==> src/rtl/bht_pkg.sv <==
// Shared constants and types for the bucketed hash table.
package bht_pkg;

  localparam int MaxBuckets = 64;
  localparam int MaxWays    = 16;
  localparam int SlotTotal  = MaxBuckets * MaxWays;
  localparam int BucketW    = (MaxBuckets > 1) ? $clog2(MaxBuckets) : 1;
  localparam int WayW       = (MaxWays > 1) ? $clog2(MaxWays) : 1;
  localparam int SlotW      = $clog2(SlotTotal);
  localparam int BcfgW      = 7;
  localparam int WcfgW      = 5;
  localparam int CountW     = 11;
  localparam int HashSteps  = 7;
  localparam logic [31:0] HashMul = 32'h045d9f3b;

  typedef enum logic [1:0] {
    ACT_PUT = 2'd0,
    ACT_GET = 2'd1,
    ACT_DEL = 2'd2
  } action_t;

  typedef enum logic [1:0] {
    ST_OK     = 2'd0,
    ST_NOTFND = 2'd1,
    ST_FULL   = 2'd2
  } status_t;

  typedef enum logic [0:0] {
    CFG_BUCKETS = 1'd0,
    CFG_WAYS    = 1'd1
  } cfg_index_t;

  // Control from the sequencer to the hash unit.
  typedef struct packed {
    logic start;
    logic [31:0] key;
    logic [BcfgW-1:0] buckets;
  } hash_req_t;

  // Hash unit status back to the sequencer.
  typedef struct packed {
    logic done;
    logic [BucketW-1:0] bucket;
  } hash_rsp_t;

endpackage

==> src/rtl/bht_hash.sv <==
// Iterative hash unit: one shared multiplier, then a shift-subtract modulo.
module bht_hash (
  input  logic               clk,
  input  logic               rst,
  input  bht_pkg::hash_req_t req,
  output bht_pkg::hash_rsp_t rsp
);
  import bht_pkg::*;

  typedef enum logic [3:0] {
    H_IDLE = 4'b0001,
    H_MUL  = 4'b0010,
    H_MOD  = 4'b0100,
    H_DONE = 4'b1000
  } hstate_t;

  hstate_t state;
  logic [31:0] x;
  logic [1:0] round;
  logic [5:0] bitpos;
  logic [BcfgW-1:0] divisor;
  logic [BcfgW:0] rem;
  logic [31:0] mixed;
  logic [31:0] prod;
  logic [BcfgW:0] rem_shift;

  // Only the low word of the product is kept, so a 32 by 32 multiplier serves.
  assign mixed = x ^ (x >> 16);
  assign prod  = mixed * HashMul;
  assign rem_shift = {rem[BcfgW-1:0], x[5'(bitpos)]};

  // Two multiply rounds and a final xor-shift, then one remainder bit per cycle from the msb down.
  always_ff @(posedge clk) begin
    if (rst) begin
      state <= H_IDLE;
      round <= '0;
      bitpos <= '0;
    end else begin
      unique case (state)
        H_IDLE: begin
          if (req.start) begin
            x <= req.key;
            round <= '0;
            if (req.buckets == '0) begin
              divisor <= BcfgW'(1);
            end else if (req.buckets > BcfgW'(MaxBuckets)) begin
              divisor <= BcfgW'(MaxBuckets);
            end else begin
              divisor <= req.buckets;
            end
            state <= H_MUL;
          end
        end
        H_MUL: begin
          if (round == 2'd2) begin
            x <= mixed;
            rem <= '0;
            bitpos <= 6'd31;
            state <= H_MOD;
          end else begin
            x <= prod;
            round <= round + 2'd1;
          end
        end
        H_MOD: begin
          if (rem_shift >= {1'b0, divisor}) begin
            rem <= rem_shift - {1'b0, divisor};
          end else begin
            rem <= rem_shift;
          end
          if (bitpos == '0) begin
            state <= H_DONE;
          end else begin
            bitpos <= bitpos - 6'd1;
          end
        end
        H_DONE: state <= H_IDLE;
        default: state <= H_IDLE;
      endcase
    end
  end

  assign rsp.done   = (state == H_DONE);
  assign rsp.bucket = rem[BucketW-1:0];

endmodule

==> config.mk <==
export PLATFORM = sky130hd
export DESIGN_NAME = bht_hash
export DESIGN_NICKNAME = d
export VERILOG_FILES = /design/src/rtl/bht_pkg.sv /design/src/rtl/bht_hash.sv
export SDC_FILE = /design/constraint.sdc
export NUM_CORES = 1
export LEC_CHECK = 0
export BUFFER_PORTS_ARGS = -buffer_cell sky130_fd_sc_hd__buf_4
export CORE_UTILIZATION = 45
export CTS_CLUSTER_DIAMETER = 60
export DETAILED_ROUTE_END_ITERATION = 10
export PLACE_DENSITY = 0.61
export SETUP_SLACK_MARGIN = 0.02
export SLEW_MARGIN = 20
export SYNTH_ARGS = -nofsm -noshare
export SYNTH_HDL_FRONTEND = slang
export SYNTH_SLANG_ARGS = --single-unit
==> constraint.sdc <==
create_clock -name clk -period 15.39 [get_ports clk]
set_clock_uncertainty 0.2 [all_clocks]
set_input_delay 1.539 -clock clk [delete_from_list [all_inputs] [get_ports clk]]
set_output_delay 1.539 -clock clk [all_outputs]
set_load 0.01 [all_outputs]
==> results of run 1 <==
-- routing by layer --
metal  GRT usage [%]  share of wire, %  vias to the layer above
li1                -                 -                     4214
met1            36.7                46                     4453
met2            41.1                46                      252
met3            4.00               5.5                       48
met4            6.89               2.6                        0
met5               0                 0                        -
-- layout by cell type (no fill, tap or decap), types with 3 or more instances in the layout --
master	count
a211oi_1	3
a21boi_1	3
a21o_1	17
a21oi_1	50
a31oi_1	4
and2_1	4
buf_4	58
clkbuf_16	10
clkinv_2	3
dfxtp_1	12
edfxtp_1	46
fa_1	203
ha_1	176
inv_1	423
mux2i_1	7
mux4_2	9
nand2_1	62
nand2b_1	10
nand3_1	6
nand4_1	4
nor2_1	49
nor2b_1	10
nor3_1	8
o211ai_1	5
o21a_1	6
o21ai_0	15
o21ai_1	37
o21bai_1	3
o31ai_1	5
or2_1	3
or2_2	3
or3_1	3
xnor2_1	61
xor2_1	40
-- final timing paths --
kind	start	endpoint	slack, ns
hold / removal	round[0]	round[0]	0.27
setup / recovery	x[17]	x[31]	7.29
hold reg to reg	round[0]	round[0]	0.27
setup reg to reg	x[17]	x[31]	7.29
-- per-stage QoR --
stage                     util [%]  area [sq um]  hold WS [ns]  setup WS (ns)
after floorplan                  -         12700         0.244           8.67
after global placement        48.5         13500         0.251           7.39
after detailed placement      48.5         13500         0.263           7.37
after CTS                     49.5         13800         0.271           7.36
after global routing          49.5         13800         0.295           6.98
final                         49.5         13800         0.265           7.29
-- critical path, delay by kind of cell (launching register included) --
kind / cells / cell delay (ns)
xor+xnor: 2 / 1.00
flops: 1 / 0.60
buf+inv: 5 / 0.64
compound gates: 5 / 1.14
simple gates: 2 / 0.54
fa+ha+maj: 9 / 3.71
-- registers in the layout, indices dropped and copies added (netlist names) --
name,count
x,32
divisor,7
rem,7
bitpos,6
state,4
round,2
-- layout make-up --
class	instances	area, sq um	share of cell area (%)
multi-input cells	838	9330	67.8
flip-flops and latches	58	1620	11.8
inverters	426	1610	11.7
well taps	378	473	3.44
repair buffers	58	435	3.16
clock buffers	10	250	1.82
clock inverters	6	38.8	0.282
-- logic make-up (layout without fill, tap and decap cells) --
| logic type | after synthesis | in the layout | share of synthesized area, % |
|---|---|---|---|
| compound gates | 160 | 160 | 7.64 |
| xor+xnor | 103 | 103 | 7.23 |
| fa+ha+maj | 379 | 379 | 49.4 |
| buf+inv | 450 | 500 | 13.7 |
| flops | 58 | 58 | 12.8 |
| mux | 19 | 19 | 2.53 |
| simple gates | 177 | 177 | 6.74 |
==> impl_metrics.csv, run 1 <==
group,metric,value,unit
timing,tightest_slew,0.919,ns
cells_and_area,nets,1812,
placed_design,place.gp.congestion,0.979,
synthesis,netlist.area_leader.share,32.0,%
floorplanning,fp.coreArea,27800,sq um
job,maxCapViolCount,0,
floorplanning,die_w,170,um
synthesis,synth-main-ff-cell,"edfxtp_1",
clocking,cts_inserted_buffers,9,
critical_path,cpPeakStageDelay,0.77,ns
timing,rsz0062_at_grt,"no",
timing,finalSetupTns,0,ns
floorplanning,fp.dieH,170,um
global_route,grt_pass1_wl,54300,um
synthesis,synth_most_common_cell,"inv_1",
clocking,cts_tree,"built",
floorplanning,rows,61,
clocking,clkTransAtPathRegs,0.06,ns
cells_and_area,nFillCells,2732,
synthesis,yosysSeqAreaShare,12.8,%
synthesis,synth_nets,1767,
timing,slew-limit-headroom,38.3,%
timing,period_minus_slack,8.10,ns
synthesis,ys_warn_count,0,
timing,maxClockFrequency,123,MHz
synthesis,synth.cells.most_frequent,"inv_1 (423), fa_1 (203), ha_1 (176), nand2_1 (62), xnor2_1 (61)",
critical_path,start_kind,"register",
critical_path,path_class,"register to register",
timing,finalHoldViolations,0,
critical_path,path_cells,"xnor2_1 -> inv_1 -> ha_1 -> ha_1 -> or2_2 -> ha_1 -> inv_1 -> fa_1 -> inv_1 -> ha_1 -> fa_1 -> inv_1 -> fa_1 -> fa_1 -> inv_1 -> ha_1 -> o211ai_1 -> a31oi_1 -> o2111ai_1 -> nand2_1 -> o21ai_0 -> xnor2_1 -> o21ai_1",
synthesis,netlist_area,12700,sq um
timing,report.final.setup_viol,0,
clocking,ctsResizeCount,0,
critical_path,cp_max_fo,7,
cells_and_area,diodes,0,
timing,min_period_over_period,52.6,%
cells_and_area,drive_gt1_share,7.23,%
floorplanning,initial_core_util,45.7,%
critical_path,cp_slowest_cell,"xnor2_1",
worst_hold_path,whs_path_depth,2,
drt,wl_per_cell,19.7,um
global_route,grt_pass1_vias,9471,
global_route,grt_usage,25.9,%
drt,antenna_left,0,
floorplanning,io_pins,49,
drt,dr.pass1.iters,6,
clocking,cts-root-buf,"clkbuf_16",
drt,routed_via_density,5.05,
synthesis,ys_ff_latch,58,
critical_path,arrival,7.96,ns
drt,drt_iter0_drc,536,
worst_hold_path,hold_path.class,"register to register",
global_route,grt_overflow,0,
synthesis,syn_area_per_cell,9.43,sq um
synthesis,synth_edf_count,46,
floorplanning,dieArea,28900,sq um
critical_path,r2r_cells,23,
drt,drc,0,
critical_path,cp.required,15.25,ns
drt,num_vias,8967,
global_route,antenna_found_initial,0,
clocking,clockBufferDepth,2,
clocking,clock-sinks,58,
placed_design,numPortBuffers,48,
placed_design,dpl.cell_count,1758,
drt,wirelength,35000,um
synthesis,synth_area_leaders,"fa_1 (32%), ha_1 (17%), inv_1 (13%)",
synthesis,synthArstFlopShare,0,%
cells_and_area,syn2layout_area_growth,8.44,%
synthesis,synth_cell_types,66,
clocking,insertion_delay,0.34,ns
clocking,htreeDepth,3,
outcome,status,"completed",
synthesis,synth_top_cell_by_area,"fa_1",
global_route,grt_max_degree,50,
timing,slew_violations,0,
clocking,ctsHoldBuffers,0,
cells_and_area,layout.cells.non_filler,1774,
critical_path,end_kind,"register",
placed_design,hpwlAfterDp,30800,um
synthesis,synth_cells,1346,
clocking,post_cts_buffers,0,
Power of run 1 is not shown: default switching activity piles up to over one toggle a cycle in this logic, so the estimate is an artifact.
==> inputs of run 2 (changes only) <==
Settings changed: ABC_AREA set to 1, PLACE_DENSITY 0.61 to 0.63.
Clock period 15.39 ns to 6.7 ns, I/O delays scaled along.
==> run 2 against run 1 <==
  * Sequential share of layout area fell by 1.2 points
  * Sequential cell count did not move
  * First-iteration DRC count rose by 28%
  * Largest cell class unchanged
  * Worst setup slack got worse by 7.1 ns
==> impl_metrics.csv, run 2 <==
group,metric,value,unit
placed_design,numPortBuffers,48,
global_route,grt_pass1_vias,10900,
cells_and_area,final_core_util,53.7,%
critical_path,path_class,"register to register",
worst_hold_path,hold_path.class,"register to register",
cells_and_area,syn2layout_area_growth,17.5,%
cells_and_area,final_cell_mix,"inv_1 (487), nand2_1 (210), fa_1 (196)",
synthesis,synth_edf_count,46,
synthesis,synthArstFlopShare,0,%
cells_and_area,top_regs,"x x32, divisor x7, rem x7",
critical_path,cp_max_fo,4,
job,maxCapViolCount,0,
cells_and_area,drive_gt1_share,16.9,%
critical_path,cp-endpoint,"x[26]",
floorplanning,initial_core_util,45.7,%
timing,tightest_slew,0.913,ns
synthesis,synth_top_cell_by_area,"fa_1",
critical_path,worstSetupStartpoint,"x[4]",
synthesis,ys_ff_latch,58,
cells_and_area,top_register,"x",
synthesis,yosysSeqAreaShare,12.4,%
clocking,cts_tree,"built",
clocking,clock-sinks,58,
timing,holdWs,0.267,ns
cells_and_area,nets,2129,
timing,finalHoldViolations,0,
timing,maxClockFrequency,154,MHz
drt,dr.pass1.iters,5,
clocking,cts-root-buf,"clkbuf_16",
floorplanning,rows,62,
drt,antenna_left,0,
drt,highest_layer,"met4",
critical_path,worst-path-buf-inv,5,
critical_path,cp.depth,25,
global_route,grt_overflow,0,
clocking,insertion_delay,0.33,ns
floorplanning,die_w,173,um
critical_path,r2r-start,"x[4]",
timing,min_period_over_period,96.7,%
clocking,htreeDepth,3,
timing,period_minus_slack,6.48,ns
floorplanning,fp.dieH,173,um
floorplanning,dieArea,29800,sq um
cells_and_area,largest_reg_flops,32,
synthesis,netlist_area,13100,sq um
critical_path,r2r_slack,0.22,ns
synthesis,synth_nets,1991,
synthesis,synth_most_common_cell,"inv_1",
critical_path,cp_slowest_cell,"fa_1",
clocking,clockBufferDepth,2,
critical_path,crit_family,"adder cells",
cells_and_area,stdcell_area,15400,sq um
critical_path,end_kind,"register",
placed_design,hpwlAfterDp,34800,um
critical_path,cp.required,6.57,ns
timing,finalSetupTns,0,ns
timing,slew_violations,0,
global_route,antenna_found_initial,0,
timing,rsz0062_at_grt,"yes",
critical_path,rr_endpoint,"x[26]",
cells_and_area,final_common_cell,"inv_1",
global_route,grt_pass1_wl,61800,um
drt,wirelength,39500,um
drt,routed_via_density,5.01,
synthesis,netlist.area_leader.share,31.0,%
cells_and_area,nFillCells,2669,
synthesis,syn_area_per_cell,8.34,sq um
cells_and_area,diodes,0,
drt,wl_met2,18600,um
synthesis,synth_area_leaders,"fa_1 (31%), ha_1 (17%), inv_1 (14%)",
placed_design,place_area,14400,sq um
critical_path,start_kind,"register",
drt,wl_per_cell,18.8,um
critical_path,cpPeakStageDelay,0.58,ns
outcome,status,"completed",
timing,report.final.setup_viol,0,
floorplanning,io_pins,49,
drt,met1_length,17500,um
clocking,ctsHoldBuffers,0,
global_route,grt_max_degree,38,
drt,drc,0,
synthesis,synth_cells,1570,
placed_design,place.gp.congestion,1.03,
drt,route.met3.wl,2160,um
drt,drt_iter0_drc,688,
timing,slew-limit-headroom,39.1,%
critical_path,r2r_cells,25,
synthesis,synth.cells.most_frequent,"inv_1 (496), nand2_1 (220), fa_1 (203), ha_1 (176), a21oi_1 (71)",
drt,num_vias,10500,
global_route,grt_usage,27.7,%
critical_path,arrival,6.35,ns
clocking,clkTransAtPathRegs,0.05,ns
synthesis,synth_cell_types,52,
synthesis,synth-main-ff-cell,"edfxtp_1",
floorplanning,fp.coreArea,28600,sq um
clocking,cts_inserted_buffers,9,
synthesis,ys_warn_count,0,
==> run 2: repair_timing <==
item / CTS / global route
setup buffers: 5 / 16
gates resized for setup: 11 / 98
pin swaps: 1 / 20
endpoints found under the setup margin: 9 / 17
==> run 2: worst min-delay path: cells and delay by family, from the launching register on <==
kind | cells | cell delay [ns]
AOI/OAI and AO/OA | 1 | 0.05
DFF | 1 | 0.31
and+or+nand+nor | 1 | 0.06
==> run 2: worst min path at each step <==
stage | start | to | slack [ns] | depth (start not counted)
floorplan | round[1] | round[1] | 0.24 | 2
global placement | round[1] | round[1] | 0.25 | 2
detailed placement | round[1] | round[1] | 0.26 | 2
CTS | round[1] | round[1] | 0.27 | 2
global route | round[1] | round[1] | 0.29 | 2
finish | round[1] | round[1] | 0.27 | 2
==> run 2: final cells by class <==
type / count / area (sq um) / area share, %
sequential: 58 / 1620 / 10.5
tap: 384 / 480 / 3.12
timing repair buffer: 152 / 1170 / 7.61
clock buffer: 16 / 272 / 1.77
inverter: 507 / 1920 / 12.5
multi-input combinational: 980 / 9920 / 64.5
==> run 2: metrics by stage <==
step	std cells	setup WS (ns)
2_1_floorplan	1570	0.383
3_3_place_gp	2060	-0.323
3_5_place_dp	2060	-0.256
4_1_cts	2081	0.0414
5_1_grt	2097	-0.0298
6_report	2097	0.218
==> run 2: kinds of logic (layout without fill, tap and decap cells) <==
kind of cell,Yosys count,after routing,synth area share (%)
AO/OA/AOI/OAI,183,183,8.21
XOR/XNOR,60,60,4.27
adder cells (fa/ha/maj),379,379,47.9
buffers and inverters,532,675,15.6
flip-flops,58,58,12.4
AND/OR/NAND/NOR,358,358,11.6
==> run 2: routing by layer <==
metal,track usage (%),vias up
li1,-,5022
met1,38.6,5085
met2,45.2,339
met3,3.10,63
met4,8.41,0
met5,0,-
Power of run 2 is left out for the same reason.
==> inputs of run 3 (changes only) <==
Settings changed: ABC_AREA 1 to unset.
==> run 3 against run 2 <==
  * Routed wire length decreased by 10%
  * Die area is 3.0% lower
  * Cell count down 12%
  * Global-route usage is 1.9 points lower
  * Cell area fell by 5.2%
  * Count of clock-buffer cells in the layout fell by 2
  * Worst hold slack got worse by 0.0011 ns
  * Sequential share of layout area up 0.58 points
  * Fmax shrank 0.86%
  * Non-clock buffer count fell by 23
==> impl_metrics.csv, run 3 (synthesized netlist as in run 1, its figures left out) <==
group,metric,value,unit
worst_hold_path,hp-start,"round[0]",
global_route,grt_pass1_vias,9775,
job,maxCapViolCount,0,
drt,drc,0,
floorplanning,fp.dieH,170,um
critical_path,worstSetupStartpoint,"x[9]",
clocking,clockBufferDepth,2,
global_route,antenna_found_initial,0,
timing,rsz0062_at_grt,"yes",
critical_path,cp.required,6.55,ns
drt,antenna_left,0,
critical_path,cp_max_fo,5,
clocking,insertion_delay,0.33,ns
placed_design,place.gp.congestion,0.984,
clocking,cts_tree,"built",
drt,wirelength,35400,um
timing,report.final.setup_viol,0,
timing,slew-limit-headroom,39.1,%
clocking,clkTransAtPathRegs,0.06,ns
floorplanning,io_pins,49,
timing,finalHoldViolations,0,
cells_and_area,stdcell_area,14600,sq um
critical_path,cpPeakStageDelay,0.55,ns
cells_and_area,top_regs,"x x32, divisor x7, rem x7",
cells_and_area,final_common_cell,"inv_1",
cells_and_area,final_cell_mix,"inv_1 (418), fa_1 (201), ha_1 (168)",
critical_path,cp_slowest_cell,"fa_1",
critical_path,crit_top_cell,"fa_1",
floorplanning,rows,61,
clocking,clock-sinks,58,
drt,drt_iter0_drc,626,
cells_and_area,diodes,0,
worst_hold_path,hold_path.class,"register to register",
cells_and_area,nets,1883,
placed_design,hpwlAfterDp,31200,um
cells_and_area,top_register,"x",
drt,routed_via_density,5.08,
critical_path,path_cells,"xor2_4 -> bufinv_8 -> fa_1 -> inv_1 -> buf_4 -> xnor2_1 -> fa_1 -> inv_1 -> ha_1 -> fa_1 -> fa_1 -> inv_1 -> fa_1 -> inv_1 -> ha_1 -> a21o_1 -> a21o_1 -> a21oi_2 -> o211ai_1 -> a221oi_2 -> buf_4 -> o21bai_1 -> xnor2_1 -> o21ai_1",
global_route,grt_pass1_wl,54800,um
timing,period_minus_slack,6.54,ns
timing,tightest_slew,0.913,ns
floorplanning,dieArea,28900,sq um
critical_path,r2r-start,"x[9]",
clocking,cts-root-buf,"clkbuf_16",
cells_and_area,syn2layout_area_growth,14.9,%
timing,slew_violations,0,
critical_path,start_kind,"register",
global_route,grt_usage,25.8,%
floorplanning,die_w,170,um
drt,wl_per_cell,19.2,um
timing,min_period_over_period,97.6,%
cells_and_area,largest_reg_flops,32,
critical_path,arrival,6.38,ns
global_route,grt_max_degree,50,
drt,dr.pass1.iters,5,
floorplanning,fp.coreArea,27800,sq um
clocking,htreeDepth,3,
placed_design,place_area,14000,sq um
critical_path,path_class,"register to register",
critical_path,end_kind,"register",
clocking,cts_inserted_buffers,9,
drt,num_vias,9377,
cells_and_area,drive_gt1_share,14.4,%
floorplanning,initial_core_util,45.7,%
timing,maxClockFrequency,153,MHz
clocking,ctsHoldBuffers,0,
placed_design,numPortBuffers,48,
global_route,grt_overflow,0,
outcome,status,"completed",
run 3: changes by cell type in the layout (fill, tap and decap cells not counted), sizes merged, moves of 10 or more:
cell    before  now
nand2      226   62
inv        502  425
xnor2       23   62
nand3       34    6
buf        152  129
a21oi       73   51
nor2        65   49
a21o         6   18
mux4         0   10
nand2b       0   10
nor2b        0   10
run 3: path summary, 6_finish.rpt:
kind	endpoint	slack [ns]	depth (start not counted)
worst max register to register	x[28]	0.16	24
worst min register to register	round[0]	0.27	2
worst max-delay path	x[28]	0.16	24
worst min-delay path	round[0]	0.27	2
run 3: worst max-delay path, delay by kind of cell (launching register included):
family,cells,cell delay (ns)
DFF,1,0.53
xor gates and xnor gates,3,0.55
adders and majority gates,7,3.06
AOI/OAI and AO/OA,7,1.11
buffers and inverters,7,0.80
run 3: per-layer routing:
layer	wire length, um	GRT usage (%)	vias up	share of wire, %
met5	0	0	-	0
met4	1270	8.11	0	3.6
met3	2570	4.74	77	7.3
met2	16000	40.6	344	45
met1	15600	36.0	4612	44
li1	-	-	4344	-
run 3: layout make-up:
class,instances,area (sq um)
multi-input cells,838,9590
flip-flops and latches,58,1620
repair buffers,129,985
well taps,378,473
fillers,2590,13200
inverters,426,1610
clock buffers,14,285
clock inverters,2,10.0
run 3: what timing repair did:
item	in CTS	in global routing
buffers inserted	0	9
pin swaps	0	11
endpoints found under the setup margin	11	15
gates resized for setup	14	33
run 3: through the flow:
stage                     instances  setup slack [ns]  setup TNS, ns  hold WS (ns)  util, %
after floorplan                1346             0.144              0         0.244        -
after global placement         1820            -0.297          -2.05         0.252     50.3
after detailed placement       1820            -0.258          -1.89         0.262     50.3
after CTS                      1836            0.0430              0         0.270     51.6
after global routing           1845           -0.0667         -0.124         0.310     52.5
final                          1845             0.161              0         0.266     52.5
Power of run 3 is left out for the same reason.
